File: config.mk
export PLATFORM = sky130hd
export DESIGN_NAME = button_mode_led_sequencer
export DESIGN_NICKNAME = d
export VERILOG_FILES = /design/src/hdl/bmls_pkg.sv /design/src/hdl/bmls_tick.sv /design/src/hdl/button_mode_led_sequencer.sv
export SDC_FILE = /design/constraint.sdc
export NUM_CORES = 1
export LEC_CHECK = 0
export ABC_AREA = 1
export BUFFER_PORTS_ARGS = -buffer_cell sky130_fd_sc_hd__buf_2
export CORE_ASPECT_RATIO = 1.1
export CORE_UTILIZATION = 40
export CTS_CLUSTER_SIZE = 25
export DETAILED_ROUTE_END_ITERATION = 12
export PLACE_DENSITY = 0.57
export SLEW_MARGIN = 25
export SYNTH_ARGS = -nofsm -noshare
export SYNTH_HDL_FRONTEND = slang
export SYNTH_SLANG_ARGS = --single-unit
File: constraint.sdc
create_clock -name clk_i -period 5 [get_ports clk_i]
set_clock_uncertainty 0.1 [all_clocks]
set_input_delay 0.5 -clock clk_i [delete_from_list [all_inputs] [get_ports clk_i]]
set_output_delay 0.5 -clock clk_i [all_outputs]
set_load 0.02 [all_outputs]
File: src/hdl/bmls_pkg.sv
`timescale 1ns / 1ps
// ----------------------------------------------------------------------------
// Button mode LED sequencer package
// Shared constants, configuration register indexes, mode codes and the
// configuration bundle passed from the top level to the tick logic.
// ----------------------------------------------------------------------------
package bmls_pkg;

  localparam int unsigned CFG_WIDTH       = 16;
  localparam int unsigned CFG_INDEX_WIDTH = 3;
  localparam int unsigned COUNT_WIDTH_DEF = 16;

  localparam logic [CFG_WIDTH-1:0] LONG_PRESS_RST    = 16'd300;
  localparam logic [CFG_WIDTH-1:0] HOLD_CAP_RST      = 16'd65000;
  localparam logic [CFG_WIDTH-1:0] BLINK_RST         = 16'd10;
  localparam logic [CFG_WIDTH-1:0] PATTERN_ON_RST    = 16'd10;
  localparam logic [CFG_WIDTH-1:0] PATTERN_PERIOD_RST = 16'd100;

  typedef enum logic [CFG_INDEX_WIDTH-1:0] {
    REG_LONG_PRESS     = 3'd0,
    REG_HOLD_CAP       = 3'd1,
    REG_BLINK          = 3'd2,
    REG_PATTERN_ON     = 3'd3,
    REG_PATTERN_PERIOD = 3'd4
  } cfg_reg_e;

  typedef enum logic [1:0] {
    MODE_MANUAL = 2'd1,
    MODE_BLINK  = 2'd2,
    MODE_FLASH  = 2'd3
  } mode_e;

  // Active-low LED pin levels.
  localparam logic LED_LIT  = 1'b0;
  localparam logic LED_DARK = 1'b1;

  typedef struct packed {
    logic [CFG_WIDTH-1:0] long_press_ticks;
    logic [CFG_WIDTH-1:0] hold_count_cap;
    logic [CFG_WIDTH-1:0] blink_ticks;
    logic [CFG_WIDTH-1:0] pattern_on_ticks;
    logic [CFG_WIDTH-1:0] pattern_period_ticks;
  } cfg_t;

endpackage

File: src/hdl/bmls_tick.sv
`timescale 1ns / 1ps
// ----------------------------------------------------------------------------
// Button mode LED sequencer tick logic
// Computes the next sequencer state from the present state, one button
// sample and the configuration. Purely combinational.
// ----------------------------------------------------------------------------
module bmls_tick #(
  parameter int unsigned COUNT_WIDTH = bmls_pkg::COUNT_WIDTH_DEF
) (
  input  bmls_pkg::cfg_t          cfg_i,
  input  logic                    button_level_i,
  input  bmls_pkg::mode_e         mode_i,
  input  logic                    manual_on_i,
  input  logic                    pin_i,
  input  logic                    was_pressed_i,
  input  logic [COUNT_WIDTH-1:0]  hold_i,
  input  logic [COUNT_WIDTH-1:0]  pattern_i,
  output bmls_pkg::mode_e         mode_o,
  output logic                    manual_on_o,
  output logic                    pin_o,
  output logic                    was_pressed_o,
  output logic [COUNT_WIDTH-1:0]  hold_o,
  output logic [COUNT_WIDTH-1:0]  pattern_o
);

  // Compares are done wide enough for both the counters and the registers.
  localparam int unsigned CMP_W =
    (COUNT_WIDTH > bmls_pkg::CFG_WIDTH) ? COUNT_WIDTH : bmls_pkg::CFG_WIDTH;

  logic                   pressed;
  logic [CMP_W-1:0]       hold_ext;
  logic [COUNT_WIDTH-1:0] pat;
  logic [CMP_W-1:0]       pat_ext;

  assign pressed  = ~button_level_i;
  assign hold_ext = CMP_W'(hold_i);

  always_comb begin
    mode_o        = mode_i;
    manual_on_o   = manual_on_i;
    pin_o         = pin_i;
    was_pressed_o = was_pressed_i;
    hold_o        = hold_i;
    pat           = pattern_i;

    if (pressed) begin
      if (!was_pressed_i) begin
        was_pressed_o = 1'b1;
        hold_o        = '0;
      end else if ((hold_ext < CMP_W'(cfg_i.hold_count_cap)) && (hold_i != '1)) begin
        hold_o = hold_i + COUNT_WIDTH'(1);
      end
    end else if (was_pressed_i) begin
      if (hold_ext > CMP_W'(cfg_i.long_press_ticks)) begin
        unique case (mode_i)
          bmls_pkg::MODE_MANUAL: begin
            mode_o = bmls_pkg::MODE_BLINK;
            pin_o  = bmls_pkg::LED_DARK;
          end
          bmls_pkg::MODE_BLINK: begin
            mode_o = bmls_pkg::MODE_FLASH;
            pin_o  = bmls_pkg::LED_LIT;
          end
          default: begin
            mode_o      = bmls_pkg::MODE_MANUAL;
            pin_o       = bmls_pkg::LED_LIT;
            manual_on_o = 1'b1;
          end
        endcase
        pat = '0;
      end else if (mode_i == bmls_pkg::MODE_MANUAL) begin
        // A short press flips the manual LED; the pin is its active-low copy.
        manual_on_o = ~manual_on_i;
        pin_o       = manual_on_i;
      end
      was_pressed_o = 1'b0;
    end

    pat_ext = CMP_W'(pat);
    case (mode_o)
      bmls_pkg::MODE_BLINK: begin
        if (pat_ext >= CMP_W'(cfg_i.blink_ticks)) begin
          pin_o = ~pin_o;
          pat   = '0;
        end
      end
      bmls_pkg::MODE_FLASH: begin
        if (pat_ext == CMP_W'(cfg_i.pattern_on_ticks)) begin
          pin_o = bmls_pkg::LED_DARK;
        end else if (pat_ext >= CMP_W'(cfg_i.pattern_period_ticks)) begin
          pin_o = bmls_pkg::LED_LIT;
          pat   = '0;
        end
      end
      default: begin
      end
    endcase

    pattern_o = pat + COUNT_WIDTH'(1);
  end

endmodule

File: src/hdl/button_mode_led_sequencer.sv
`timescale 1ns / 1ps
// ----------------------------------------------------------------------------
// Button mode LED sequencer
// Debounce-free button handling with three LED modes: manual toggle, fast
// blink and short periodic flash, selected by long presses.
// ----------------------------------------------------------------------------
// Each input transfer is one 10 ms tick carrying the raw active-low button
// level, and each produces exactly one result transfer with the LED pin level
// and the active mode. The whole tick update is one pass of compare-and-count
// logic into the state and output registers, so the block takes one tick per
// clock cycle and registers its result; it stalls input only while its output
// register is full and stalled. Configuration writes take effect at the next
// tick and should be made while no transfer is in flight.
// ----------------------------------------------------------------------------
module button_mode_led_sequencer #(
  parameter int unsigned COUNT_WIDTH = bmls_pkg::COUNT_WIDTH_DEF
) (
  input  logic                                   clk_i,
  input  logic                                   rst_ni,
  input  logic                                   cfg_we_i,
  input  logic [bmls_pkg::CFG_INDEX_WIDTH-1:0]   cfg_index_i,
  input  logic [bmls_pkg::CFG_WIDTH-1:0]         cfg_wdata_i,
  input  logic                                   in_valid_i,
  output logic                                   in_stall_o,
  input  logic                                   button_level_i,
  output logic                                   out_valid_o,
  input  logic                                   out_stall_i,
  output logic                                   led_level_o,
  output logic [1:0]                             current_mode_o
);

  bmls_pkg::cfg_t  cfg_q;

  bmls_pkg::mode_e        mode_q, mode_d;
  logic                   manual_on_q, manual_on_d;
  logic                   pin_q, pin_d;
  logic                   was_pressed_q, was_pressed_d;
  logic [COUNT_WIDTH-1:0] hold_q, hold_d;
  logic [COUNT_WIDTH-1:0] pattern_q, pattern_d;

  logic       out_valid_q;
  logic       led_q;
  logic [1:0] out_mode_q;
  logic       in_xfer;

  assign in_stall_o = out_valid_q & out_stall_i;
  assign in_xfer    = in_valid_i & ~in_stall_o;

  always_ff @(posedge clk_i or negedge rst_ni) begin
    if (!rst_ni) begin
      cfg_q.long_press_ticks     <= bmls_pkg::LONG_PRESS_RST;
      cfg_q.hold_count_cap       <= bmls_pkg::HOLD_CAP_RST;
      cfg_q.blink_ticks          <= bmls_pkg::BLINK_RST;
      cfg_q.pattern_on_ticks     <= bmls_pkg::PATTERN_ON_RST;
      cfg_q.pattern_period_ticks <= bmls_pkg::PATTERN_PERIOD_RST;
    end else if (cfg_we_i) begin
      unique case (bmls_pkg::cfg_reg_e'(cfg_index_i))
        bmls_pkg::REG_LONG_PRESS:     cfg_q.long_press_ticks     <= cfg_wdata_i;
        bmls_pkg::REG_HOLD_CAP:       cfg_q.hold_count_cap       <= cfg_wdata_i;
        bmls_pkg::REG_BLINK:          cfg_q.blink_ticks          <= cfg_wdata_i;
        bmls_pkg::REG_PATTERN_ON:     cfg_q.pattern_on_ticks     <= cfg_wdata_i;
        bmls_pkg::REG_PATTERN_PERIOD: cfg_q.pattern_period_ticks <= cfg_wdata_i;
        default: begin
        end
      endcase
    end
  end

  bmls_tick #(
    .COUNT_WIDTH (COUNT_WIDTH)
  ) u_tick (
    .cfg_i          (cfg_q),
    .button_level_i (button_level_i),
    .mode_i         (mode_q),
    .manual_on_i    (manual_on_q),
    .pin_i          (pin_q),
    .was_pressed_i  (was_pressed_q),
    .hold_i         (hold_q),
    .pattern_i      (pattern_q),
    .mode_o         (mode_d),
    .manual_on_o    (manual_on_d),
    .pin_o          (pin_d),
    .was_pressed_o  (was_pressed_d),
    .hold_o         (hold_d),
    .pattern_o      (pattern_d)
  );

  always_ff @(posedge clk_i or negedge rst_ni) begin
    if (!rst_ni) begin
      mode_q        <= bmls_pkg::MODE_MANUAL;
      manual_on_q   <= 1'b1;
      pin_q         <= bmls_pkg::LED_LIT;
      was_pressed_q <= 1'b0;
      hold_q        <= '0;
      pattern_q     <= '0;
    end else if (in_xfer) begin
      mode_q        <= mode_d;
      manual_on_q   <= manual_on_d;
      pin_q         <= pin_d;
      was_pressed_q <= was_pressed_d;
      hold_q        <= hold_d;
      pattern_q     <= pattern_d;
    end
  end

  always_ff @(posedge clk_i or negedge rst_ni) begin
    if (!rst_ni) begin
      out_valid_q <= 1'b0;
    end else if (in_xfer) begin
      out_valid_q <= 1'b1;
    end else if (!out_stall_i) begin
      out_valid_q <= 1'b0;
    end
  end

  always_ff @(posedge clk_i) begin
    if (in_xfer) begin
      led_q      <= pin_d;
      out_mode_q <= mode_d;
    end
  end

  assign out_valid_o    = out_valid_q;
  assign led_level_o    = led_q;
  assign current_mode_o = out_mode_q;

endmodule

==> impl_metrics.tcl <==
set metrics [dict create \
    status "completed" \
    drcViolationCount 0 \
    max_freq_ghz 0.218 \
    antenna_cells_inserted 0 \
    final_cell_mix "243 x nand2_1, 142 x inv_1, 109 x o21ai_0, 94 x dfrtp_1, 66 x ha_1" \
    min_to "out_valid_o$_DFFE_PN0P_" \
    p_leak_uw 0.00428 \
    worstHoldStart "in_valid_i" \
    die_x_um 131 \
    crit_buf_inv 5 \
    setup_viol 0 \
    max-vdd-ir-drop_mv 0.251 \
    design_area_mm2 0.00833 \
    path_common_cell "nand2_1" \
    worstPathMaxFanout 6 \
    fillCellCount 1828 \
    wl_per_cell_um 14.4 \
    synth_top_area_share 0.323 \
    multiInputGateArea_mm2 0.00357 \
    ys_warn_count 0 \
    power_density_mw_per_mm2 388 \
    vias 5998 \
    dieHeight_um 144 \
    cts-root-buf "clkbuf_16" \
    syn_to_final_growth_pct 14.4 \
    yosysSeqAreaShare 0.422 \
    clkTransAtPathRegs_ps 60 \
    hold_violations 0 \
    fin_total_pwr_uw 3230 \
    rr_startpoint "cfg_q[69]$_DFFE_PN1P_" \
    r2r-end "pattern_q[12]$_DFFE_PN0P_" \
    portBuffers 29 \
    rows 51 \
    worstSkewPairLatency_ps 420 \
    synth_area_mm2 0.00728 \
    grt_max_degree 48 \
    ys_top_cells_by_area "dfrtp_1 32%, nand2_1 13%, ha_1 11%" \
    totalWireLength_mm 17.6 \
    critical_path_required_ps 5210 \
    rsz0062_at_grt "false" \
    start_util 0.411 \
    drive_above_1_share 0.136 \
    regArea_mm2 0.00307 \
    drv_slew 0 \
    cp_top_family "simple AND/OR/NAND/NOR gates" \
    final_common_cell "nand2_1" \
    tns_ps 0 \
    worstMarginPinSlew_ps 949 \
    htree_levels 4 \
    rrSetupSlack_ps 420 \
    cts_sinks 121 \
    slew_headroom 0.366 \
    worst_ep_arrival_time_ps 4790 \
    maxCapViolCount 0 \
    dieArea_mm2 0.0188 \
    synth_fp_nets 1020 \
    min_path_type "in -> reg" \
    yosys.area.top_type "dfrtp_1" \
    grt_use_total 0.207 \
    grt_overflow_total 0 \
    first_pass_iters 5 \
    grt_pass1_wl_mm 29.2 \
    pin_count 30 \
    timing.final.crit_share 0.916 \
    ff2ff_path_depth 29 \
    gp_congestion 0.897 \
    drt-initial-drc-count 370 \
    yosys_register_bits 121 \
    numCtsBuffers 17 \
    period_needed_ps 4580 \
    place_area_mm2 0.00767 \
    netlist_instances 929 \
    final_nets 1062 \
    start_kind "flip-flop" \
    core_region_area_mm2 0.0177 \
    avgSynthCellArea_um2 7.84 \
    holdPathStages 3 \
    antenna_found_initial 0 \
    drtAntennaViolNets 0 \
    critPathCaptureType "flip-flop" \
    synth.distinct_cells 44 \
    place_hpwl_mm 13.1 \
    clk_path_buf_depth 2 \
    critical_path_class "reg -> reg" \
    worst_path_max_delay_cell "dfstp_2" \
    cts_tree "done" \
    critPathMaxStageDelay_ps 530 \
    vias_per_cell 4.91 \
    grt_pass1_vias 5672 \
]
worst max path at each step:
stage                          start                         to  slack, ps  cells past startpoint
6_report       cfg_q[69]$_DFFE_PN1P_  pattern_q[12]$_DFFE_PN0P_        420                     29
4_1_cts        cfg_q[69]$_DFFE_PN1P_   pattern_q[8]$_DFFE_PN0P_         10                     30
2_1_floorplan  cfg_q[67]$_DFFE_PN1P_   pattern_q[8]$_DFFE_PN0P_        800                     37
5_1_grt        cfg_q[69]$_DFFE_PN1P_   pattern_q[8]$_DFFE_PN0P_         30                     30
3_3_place_gp   cfg_q[69]$_DFFE_PN1P_   pattern_q[8]$_DFFE_PN0P_        140                     30
3_5_place_dp   cfg_q[69]$_DFFE_PN1P_   pattern_q[8]$_DFFE_PN0P_         50                     30
power by group:
group / switching (uW) / internal (uW) / total (uW)
sequential: 118 / 1180 / 1300
clock: 451 / 700 / 1150
combinational: 486 / 295 / 781
registers in the layout, summed over array words and instances, names as in the netlist:
register and cells:
cfg_q 80, hold_q 16, pattern_q 16, current_mode_o 2
mode_q 2, led_level_o 1, manual_on_q 1, out_valid_o 1
pin_q 1, was_pressed_q 1
synth_stat cells (all sizes together):
master and instances:
a21boi 2, clkbuf 17, nor3 7, nand4 11, nand3 37, o2111ai 1, nand3b 17, o22ai 2
o21ai 116, buf 6, a31oi 1, o211ai 3, nor4 3, a221oi 1, dfstp 24, a21o 2
o21a 2, dfrtp 94, clkinv 1, o221a 1, xor2 3, o31ai 1, a211oi 6, ha 66
a41oi 1, inv 148, o21bai 1, nand2 254, edfxtp 3, a21oi 41, nor2 57
metrics by stage:
stage / cells / worst slack (ps) / hold WS (ps) / utilization
5_1_grt: 1222 / 25.0 / 205 / 0.470
6_report: 1222 / 419 / 195 / 0.470
3_5_place_dp: 1181 / 51.7 / 373 / 0.432
3_3_place_gp: 1181 / 140 / 367 / 0.432
4_1_cts: 1214 / 13.2 / 189 / 0.465
2_1_floorplan: 929 / 795 / 104 / -
cell type report:
type / count / area share
clock buffer: 22 / 0.0595
timing repair buffer: 44 / 0.0320
clock inverter: 10 / 0.00796
sequential: 121 / 0.369
tap: 238 / 0.0357
multi-input combinational: 638 / 0.429
inverter: 149 / 0.0671
cell families (layout without fill, tap and decap cells):
logic type | Yosys count | in the layout | share of synthesized area
and+or+nand+nor | 386 | 388 | 0.232
xor gates and xnor gates | 3 | 3 | 0.00361
buffers and inverters | 172 | 225 | 0.0945
adders and majority gates | 66 | 66 | 0.113
DFF | 121 | 121 | 0.422
AOI/OAI and AO/OA | 181 | 181 | 0.134
what timing repair did:
item	CTS	global route
buffers inserted	0	5
hold endpoints to repair	26	0
hold buffers	1	0
setup endpoints to repair	0	12
gates resized for setup	0	8
metal layers:
metal / wire length (um) / up-vias / global-route usage
met5: 0 / - / 0
met4: 293 / 0 / 0.0659
met3: 547 / 18 / 0.0421
met2: 8510 / 99 / 0.341
met1: 8260 / 2777 / 0.270
li1: - / 3104 / -
worst reg2reg max path: cells and delay by family, from the launching register on:
| kind | cells | cell delay, ps |
|---|---|---|
| buf+inv | 5 | 530 |
| compound gates | 6 | 960 |
| flops | 1 | 530 |
| fa+ha+maj | 3 | 780 |
| simple gates | 15 | 1570 |
Power figures use the tool's default switching activity.
